$ cat config.mk
export PLATFORM = sky130hd
export DESIGN_NAME = integer_nth_root_top
export DESIGN_NICKNAME = d
export VERILOG_FILES = /design/src/inr_pkg.sv /design/src/integer_nth_root_top.sv /design/src/inr_ctrl.sv /design/src/inr_dpath.sv
export VERILOG_INCLUDE_DIRS = /design/src /design/src/src
export SDC_FILE = /design/constraint.sdc
export NUM_CORES = 2
export LEC_CHECK = 0
export BUFFER_PORTS_ARGS = -buffer_cell sky130_fd_sc_hd__buf_2
export CAP_MARGIN = 10
export CORE_MARGIN = 8
export CORE_UTILIZATION = 40
export DETAILED_ROUTE_END_ITERATION = 8
export GPL_TIMING_DRIVEN = 0
export SLEW_MARGIN = 10
export SYNTH_ARGS = -nofsm -noshare
export SYNTH_HDL_FRONTEND = slang
export SYNTH_HIERARCHICAL = 1
export SYNTH_SLANG_ARGS = --single-unit
$ cat constraint.sdc
create_clock -name clock -period 21.7 [get_ports clock]
set_input_delay 2.17 -clock clock [delete_from_list [all_inputs] [get_ports clock]]
set_output_delay 2.17 -clock clock [all_outputs]
set_load 0.005 [all_outputs]
$ cat src/assert_macros.svh
// ----------------------------------------------------------------------------
// assert_macros.svh
// shared concurrent assertion macros for the nth root block
// ----------------------------------------------------------------------------
`ifndef ASSERT_MACROS_SVH
`define ASSERT_MACROS_SVH

// same-cycle implication, checked on every rising clock edge outside reset
`define ASSERT_IMPLIES(label, clk, rst, ante, cons) \
   label: assert property (@(posedge clk) disable iff (rst) (ante) |-> (cons)) \
      else $error("same-cycle implication check failed");

// next-cycle implication, checked on every rising clock edge outside reset
`define ASSERT_NEXT(label, clk, rst, ante, cons) \
   label: assert property (@(posedge clk) disable iff (rst) (ante) |=> (cons)) \
      else $error("next-cycle implication check failed");

`endif

$ cat src/inr_pkg.sv
// ----------------------------------------------------------------------------
// inr_pkg
// shared widths and controller/datapath interface types of the nth root block
// ----------------------------------------------------------------------------
package inr_pkg;

   // fixed payload widths
   localparam int INR_VALUE_W  = 64;
   localparam int INR_DEGREE_W = 6;

   // commands from the controller to the datapath
   typedef struct packed {
      logic load;         // capture request, clear root, set top trial bit
      logic trial_init;   // start a trial: acc = 1, multiply count = degree
      logic mul_en;       // run the shared multiplier this cycle
      logic mul_hi_sel;   // multiply upper accumulator half instead of lower
      logic acc_update;   // take the checked product as new accumulator
      logic keep_bit;     // candidate passed, keep it as the root
      logic bit_step;     // move to the next lower root bit
      logic result_load;  // move the finished root into the output register
   } inr_cmd_type;

   // status from the datapath to the controller
   typedef struct packed {
      logic deg_le_one;   // degree zero or one, root is the value itself
      logic acc_hi_zero;  // upper accumulator half is zero
      logic check_fail;   // product exceeds the value
      logic cnt_last;     // last multiply of the current trial
      logic bit_last;     // current trial bit is bit zero
      logic out_free;     // output register can take a result this cycle
   } inr_status_type;

endpackage

$ cat src/integer_nth_root_top.sv
// ----------------------------------------------------------------------------
// integer_nth_root_top
// floor of the degree-th root of an unsigned value, by bitwise trial
// ----------------------------------------------------------------------------
// Usage: a request carries req_value and req_degree on req_valid/req_ready;
// the response carries rsp_root on rsp_valid/rsp_ready. rsp_root is the
// largest r with r**degree <= value, over the low VALUE_BITS value bits.
// Degree zero or one returns the value, a value of zero returns zero.
// One request is worked on at a time. Degree zero or one: the request goes
// through the trial and finish states straight to the output register.
// Otherwise each of the ceil(VALUE_BITS/2) root bits takes a setup state
// plus, per multiply tried, a low pass and a check (and a high pass while
// the accumulator is above half width); a trial stops at its first multiply
// that exceeds the value and runs at most degree multiplies. All multiplies
// go through one half-width multiplier.
// A finished root waits in an output register, so the next request is taken
// while the previous response is still pending; a stalled receiver holds the
// response and, once the next root is done, the controller waits for it.
// Reset clears the controller and the response valid; no clearing pass.
// ----------------------------------------------------------------------------
module integer_nth_root_top #(
   parameter int VALUE_BITS = 64
) (
   input  logic                             clock,
   input  logic                             reset,
   input  logic                             req_valid,
   output logic                             req_ready,
   input  logic [inr_pkg::INR_VALUE_W-1:0]  req_value,
   input  logic [inr_pkg::INR_DEGREE_W-1:0] req_degree,
   output logic                             rsp_valid,
   input  logic                             rsp_ready,
   output logic [inr_pkg::INR_VALUE_W-1:0]  rsp_root
);
   import inr_pkg::*;

   inr_cmd_type    cmd;
   inr_status_type status;

   // sequencer
   inr_ctrl u_ctrl (
      .clock     (clock),
      .reset     (reset),
      .req_valid (req_valid),
      .req_ready (req_ready),
      .status    (status),
      .cmd       (cmd)
   );

   // operands, multiplier and output register
   inr_dpath #(
      .VALUE_BITS (VALUE_BITS)
   ) u_dpath (
      .clock      (clock),
      .reset      (reset),
      .req_value  (req_value),
      .req_degree (req_degree),
      .rsp_valid  (rsp_valid),
      .rsp_ready  (rsp_ready),
      .rsp_root   (rsp_root),
      .cmd        (cmd),
      .status     (status)
   );

endmodule

$ cat src/inr_ctrl.sv
// ----------------------------------------------------------------------------
// inr_ctrl
// sequencer for the bitwise root trial: request intake, multiply passes,
// power check and result hand-off
// ----------------------------------------------------------------------------
`include "assert_macros.svh"

module inr_ctrl (
   input  logic                    clock,
   input  logic                    reset,
   input  logic                    req_valid,
   output logic                    req_ready,
   input  inr_pkg::inr_status_type status,
   output inr_pkg::inr_cmd_type    cmd
);
   import inr_pkg::*;

   typedef enum logic [2:0] {
      ST_IDLE,
      ST_TRIAL,
      ST_MUL_LO,
      ST_MUL_HI,
      ST_CHECK,
      ST_FINISH
   } state_type;

   state_type state_ff;
   state_type state_in;

   // next state and commands
   always_comb begin
      cmd       = '0;
      state_in  = state_ff;
      req_ready = (state_ff == ST_IDLE);
      unique case (state_ff)
         ST_IDLE: begin
            if (req_valid) begin
               cmd.load = 1'b1;
               state_in = ST_TRIAL;
            end
         end
         ST_TRIAL: begin
            if (status.deg_le_one) begin
               state_in = ST_FINISH;
            end else begin
               cmd.trial_init = 1'b1;
               state_in       = ST_MUL_LO;
            end
         end
         ST_MUL_LO: begin
            cmd.mul_en = 1'b1;
            state_in   = status.acc_hi_zero ? ST_CHECK : ST_MUL_HI;
         end
         ST_MUL_HI: begin
            cmd.mul_en     = 1'b1;
            cmd.mul_hi_sel = 1'b1;
            state_in       = ST_CHECK;
         end
         ST_CHECK: begin
            if (!status.check_fail && !status.cnt_last) begin
               // power still fits, keep multiplying
               cmd.acc_update = 1'b1;
               state_in       = ST_MUL_LO;
            end else begin
               // trial decided: keep the bit on a full pass
               cmd.keep_bit = !status.check_fail;
               if (status.bit_last) begin
                  state_in = ST_FINISH;
               end else begin
                  cmd.bit_step = 1'b1;
                  state_in     = ST_TRIAL;
               end
            end
         end
         ST_FINISH: begin
            if (status.out_free) begin
               cmd.result_load = 1'b1;
               state_in        = ST_IDLE;
            end
         end
         default: begin
            state_in = ST_IDLE;
         end
      endcase
   end

   // state register
   always_ff @(posedge clock) begin
      if (reset) begin
         state_ff <= ST_IDLE;
      end else begin
         state_ff <= state_in;
      end
   end

   // controller checks
   `ASSERT_IMPLIES(a_load_only_when_free, clock, reset, cmd.result_load, status.out_free)
   `ASSERT_IMPLIES(a_no_step_past_bit0, clock, reset, cmd.bit_step, !status.bit_last)
   `ASSERT_IMPLIES(a_keep_only_on_fit, clock, reset, cmd.keep_bit, !status.check_fail)

endmodule

$ cat src/inr_dpath.sv
// ----------------------------------------------------------------------------
// inr_dpath
// datapath of the nth root block: operand registers, shared half-width
// multiplier, power accumulator with bound check, and output register
// ----------------------------------------------------------------------------
`include "assert_macros.svh"

module inr_dpath #(
   parameter int VALUE_BITS = 64
) (
   input  logic                                clock,
   input  logic                                reset,
   input  logic [inr_pkg::INR_VALUE_W-1:0]     req_value,
   input  logic [inr_pkg::INR_DEGREE_W-1:0]    req_degree,
   output logic                                rsp_valid,
   input  logic                                rsp_ready,
   output logic [inr_pkg::INR_VALUE_W-1:0]     rsp_root,
   input  inr_pkg::inr_cmd_type                cmd,
   output inr_pkg::inr_status_type             status
);
   import inr_pkg::*;

   // root of degree two or more fits in half the value bits, rounded up
   localparam int HALF_W    = (VALUE_BITS + 1) / 2;
   localparam int PROD_W    = 2 * HALF_W;
   localparam int SUM_W     = 3 * HALF_W + 1;
   localparam int BIT_W     = $clog2(HALF_W);
   localparam int HI_W      = VALUE_BITS - HALF_W;

   logic [VALUE_BITS-1:0]   value_ff;
   logic [INR_DEGREE_W-1:0] degree_ff;
   logic [HALF_W-1:0]       root_ff;
   logic [BIT_W-1:0]        bit_ff;
   logic [VALUE_BITS-1:0]   acc_ff;
   logic [INR_DEGREE_W-1:0] cnt_ff;
   logic [PROD_W-1:0]       plo_ff;
   logic [PROD_W-1:0]       phi_ff;
   logic                    rsp_valid_ff;
   logic [VALUE_BITS-1:0]   rsp_root_ff;

   logic [HALF_W-1:0]       cand;
   logic [HALF_W-1:0]       acc_lo;
   logic [HALF_W-1:0]       acc_hi;
   logic [HALF_W-1:0]       mul_a;
   logic [PROD_W-1:0]       prod;
   logic [SUM_W-1:0]        sum;
   logic [VALUE_BITS-1:0]   root_sel;

   // candidate: current root with the trial bit set
   assign cand = root_ff | (HALF_W'(1) << bit_ff);

   // shared multiplier, one accumulator half per pass
   assign acc_lo = acc_ff[HALF_W-1:0];
   assign acc_hi = HALF_W'(acc_ff[VALUE_BITS-1:HALF_W]);
   assign mul_a  = cmd.mul_hi_sel ? acc_hi : acc_lo;
   assign prod   = mul_a * cand;

   // full product from the two registered halves
   assign sum = SUM_W'({phi_ff, {HALF_W{1'b0}}}) + SUM_W'(plo_ff);

   // finished root, value itself for degree zero or one
   assign root_sel = status.deg_le_one ? value_ff : VALUE_BITS'(root_ff);

   // status toward the controller
   assign status.deg_le_one  = (degree_ff <= INR_DEGREE_W'(1));
   assign status.acc_hi_zero = (acc_ff[VALUE_BITS-1:HALF_W] == HI_W'(0));
   assign status.check_fail  = (sum > SUM_W'(value_ff));
   assign status.cnt_last    = (cnt_ff == INR_DEGREE_W'(1));
   assign status.bit_last    = (bit_ff == BIT_W'(0));
   assign status.out_free    = !rsp_valid_ff || rsp_ready;

   // request operands and root bit walk
   always_ff @(posedge clock) begin
      if (cmd.load) begin
         value_ff  <= req_value[VALUE_BITS-1:0];
         degree_ff <= req_degree;
         root_ff   <= '0;
         bit_ff    <= BIT_W'(HALF_W - 1);
      end else begin
         if (cmd.keep_bit) begin
            root_ff <= cand;
         end
         if (cmd.bit_step) begin
            bit_ff <= bit_ff - BIT_W'(1);
         end
      end
   end

   // power accumulator and multiply count
   always_ff @(posedge clock) begin
      if (cmd.trial_init) begin
         acc_ff <= VALUE_BITS'(1);
         cnt_ff <= degree_ff;
      end else if (cmd.acc_update) begin
         acc_ff <= sum[VALUE_BITS-1:0];
         cnt_ff <= cnt_ff - INR_DEGREE_W'(1);
      end
   end

   // product registers, upper half cleared on the low pass
   always_ff @(posedge clock) begin
      if (cmd.mul_en) begin
         if (cmd.mul_hi_sel) begin
            phi_ff <= prod;
         end else begin
            plo_ff <= prod;
            phi_ff <= '0;
         end
      end
   end

   // output register
   always_ff @(posedge clock) begin
      if (reset) begin
         rsp_valid_ff <= 1'b0;
      end else if (cmd.result_load) begin
         rsp_valid_ff <= 1'b1;
      end else if (rsp_ready) begin
         rsp_valid_ff <= 1'b0;
      end
   end

   always_ff @(posedge clock) begin
      if (cmd.result_load) begin
         rsp_root_ff <= root_sel;
      end
   end

   assign rsp_valid = rsp_valid_ff;
   assign rsp_root  = INR_VALUE_W'(rsp_root_ff);

   // datapath checks
   `ASSERT_NEXT(a_acc_within_value, clock, reset, cmd.acc_update, acc_ff <= value_ff)
   `ASSERT_IMPLIES(a_hi_pass_needed, clock, reset, cmd.mul_en && cmd.mul_hi_sel, !status.acc_hi_zero)
   `ASSERT_IMPLIES(a_count_nonzero, clock, reset, cmd.mul_en, cnt_ff != INR_DEGREE_W'(0))

endmodule

==> metrics <==
Placement Cell Area=53760 um^2; Num CTS Buffers=42; post-DR vias/cell=5.554; initial core utilization=40.25%; largest net degree at the start of global routing=41; CTS tree=built; Worst-Skew Late Latency=580 ps; Final GP Congestion=1.031; Gate Count Post-Synth=5348; R2R setup slack=8300 ps; CP Class=reg -> reg; LEAKAGE=24.93 nW; slew margin rel.=4.812%; distinct cell type count after synthesis=88; worst vdd ir=0.04572 mV; Power Total=1.725 mW; CORE AREA=125600 um^2; Post-CTS Setup Inserts=0; Final Critical Period=13400 ps; Clock Tree Root=clkbuf_16; CP startpoint kind=flip-flop; WL final=194800 um; hold slack=505.8 ps; fin crit share=61.77%; arrival time worst endpoint=13720 ps; most used cell, CP=fa_1; Setup TNS=0 ps; final hold viol count=0; Fin Clk Skew=44.08 ps; number of DRC markers in iteration 0=4196; Hold Crit Class=reg -> reg; layout cell share with drive strength beyond 1=6.858%; post-CTS sizing=0; top-count cell post-synth=inv_1; gr usage total=28.00%; Fmax achieved=74.60 MHz; Hold Path Cell Cnt=2; mapped cell area=50540 um^2; Final Slew Violations=0; Post-synth EDFFs=268; top post-synthesis cells by count=inv_1 (1004), fa_1 (897), nor2_1 (762); Critical Path Fanout Max=10; io pins=140; FF-to-FF path depth=31; vias in the first global route=40250; Critical-path top delay cell=clkbuf_1; antenna viol nets, final=0; initial antenna violation count=10; via count=40210; first-pass GRT wire length=280100 um; # hold bufs at CTS=0; HPWL Detailed=162000 um; Die Area=138000 um^2; max_cap viols=0; synth top area cells=fa_1 (36%), edfxtp_1 (16%), ha_1 (9.1%); gr ovfl total=0; Clock Sinks=373; data required time of the worst path=22020 ps; Die Ht=371.5 um; status=finished, final reports clean; Worst setup EP type=flip-flop; Filler Cells Inserted=12260; Synth Register Bits=373; Synth Net Count=6685; Die Wd=371.5 um; drt pass-1 iters=6; YS warnings=6; Reg area=10150 um^2; Clock Path Buffers=3; P per Cell Area=31.23 nW/um^2; htree depth=2; final setup violation count=0; Primary FF master, synth=edfxtp_1; async set-reset flop share out of synthesis=0%; clock-pin transition on the worst setup and hold timing paths=60 ps; crit-path max cell delay=1050 ps; Final Instance Area=55240 um^2; routed length per instance=26.90 um; row count=130; sequential area share after synthesis=20.08%; area leader, netlist=fa_1; Avg Synthesized Cell Area=9.451 um^2; port bufs=139; measured slew at the worst slew-check pin=1388 ps; share of the synthesized area in the top cell type=35.53%; RSZ-0062 raised after global routing=false; area of the multi-input gates=35710 um^2; Total Nets Final=6889; DRC Markers=0; area delta synth->final=9.293%
stage by stage:
stage	instances	worst slack [ps]	utilization, %
2_1_floorplan	5348	12260	-
3_3_place_gp	7137	8567	42.45
3_5_place_dp	7158	8795	42.81
4_1_cts	7235	8676	43.97
5_1_grt	7235	8181	43.98
6_report	7240	8296	43.99
layer usage:
layer  up-vias  global-route usage (%)  wire length, um
met2      2117                   42.27            84000
met5         -                       0               40
li1      17130                       -                -
met3       448                   6.002            20350
met1     20510                   37.55            77090
met4         6                   15.29            13310
sequential cells by signal (all words and copies together), names as in the netlist:
signal             flops
u_dpath/degree_ff      6
u_dpath/rsp_root      64
u_dpath/bit_ff         5
u_dpath/cnt_ff         6
u_dpath/root_ff       32
u_dpath/acc_ff        64
u_dpath/phi_ff        64
u_dpath/rsp_valid      1
u_ctrl/state_ff        3
u_dpath/value_ff      64
u_dpath/plo_ff        64
critical path: cells and delay by family (launching register included):
kind                       cells  cell delay (ps)
adders and majority gates      9             4700
AOI/OAI and AO/OA              7             2050
buffers and inverters          8             2990
muxes                          1              970
and+or+nand+nor                5             1840
DFF                            1              330
xor gates and xnor gates       1              210
cell families (layout without fill, tap and decap cells):
family,count (synthesis),in the layout,synth area share [%]
and+or+nand+nor,1685,1685,14.38
buffers and inverters,1275,1512,9.556
adders and majority gates,1263,1263,44.59
AOI/OAI and AO/OA,487,487,6.243
DFF,373,373,20.08
muxes,161,161,3.349
xor gates and xnor gates,104,104,1.802
other,0,5,0
cells in the final DEF, fill, tap and decap left out, drive strengths merged, types with 10 or more instances in the layout:
master,netlist,final
nand3,45,45
xor2,33,33
nor2b,16,16
and3,18,18
a211oi,22,22
ha,366,366
nor3,89,89
nor2,762,762
nand4,46,46
a31o,17,17
nor4,22,22
and2,81,81
inv,1004,1004
mux2i,96,96
clkinv,0,12
nor3b,10,10
xnor2,71,71
o21a,12,12
edfxtp,268,268
dfxtp,105,105
nand2,531,531
and4,12,12
or2,12,12
a21o,68,68
fa,897,897
o211ai,17,17
clkbuf,248,308
o21bai,16,16
mux2,65,65
o21ai,96,96
a21oi,143,143
nand2b,16,16
buf,23,183
a31oi,31,31
final cells by class:
class                   count  area share (%)
diodes                      5         0.02265
plain buffers             271           1.934
clock buffers              60           2.288
clock inverters            17          0.3511
inverters                1004           6.822
multi-input cells        3700           64.64
flip-flops and latches    373           18.37
well taps                1650           3.737
repair buffers            160           1.826
power breakdown:
group / internal (mW) / switching [mW] / leakage (nW)
Sequential: 0.790 / 0.0205 / 3.43
Clock: 0.444 / 0.298 / 0.710
Combinational: 0.0610 / 0.112 / 20.8
Total: 1.29 / 0.431 / 24.9
worst paths after layout:
kind                                          from                               end
hold reg to reg   u_dpath/root_ff[14]$_SDFFE_PP0P_  u_dpath/root_ff[14]$_SDFFE_PP0P_
setup reg to reg   u_ctrl/state_ff[2]$_SDFFE_PP0P_  u_dpath/phi_ff[63]$_SDFFCE_PN0P_
hold / removal    u_dpath/root_ff[14]$_SDFFE_PP0P_  u_dpath/root_ff[14]$_SDFFE_PP0P_
setup / recovery   u_ctrl/state_ff[2]$_SDFFE_PP0P_  u_dpath/phi_ff[63]$_SDFFCE_PN0P_
Power figures use the tool's default switching activity.
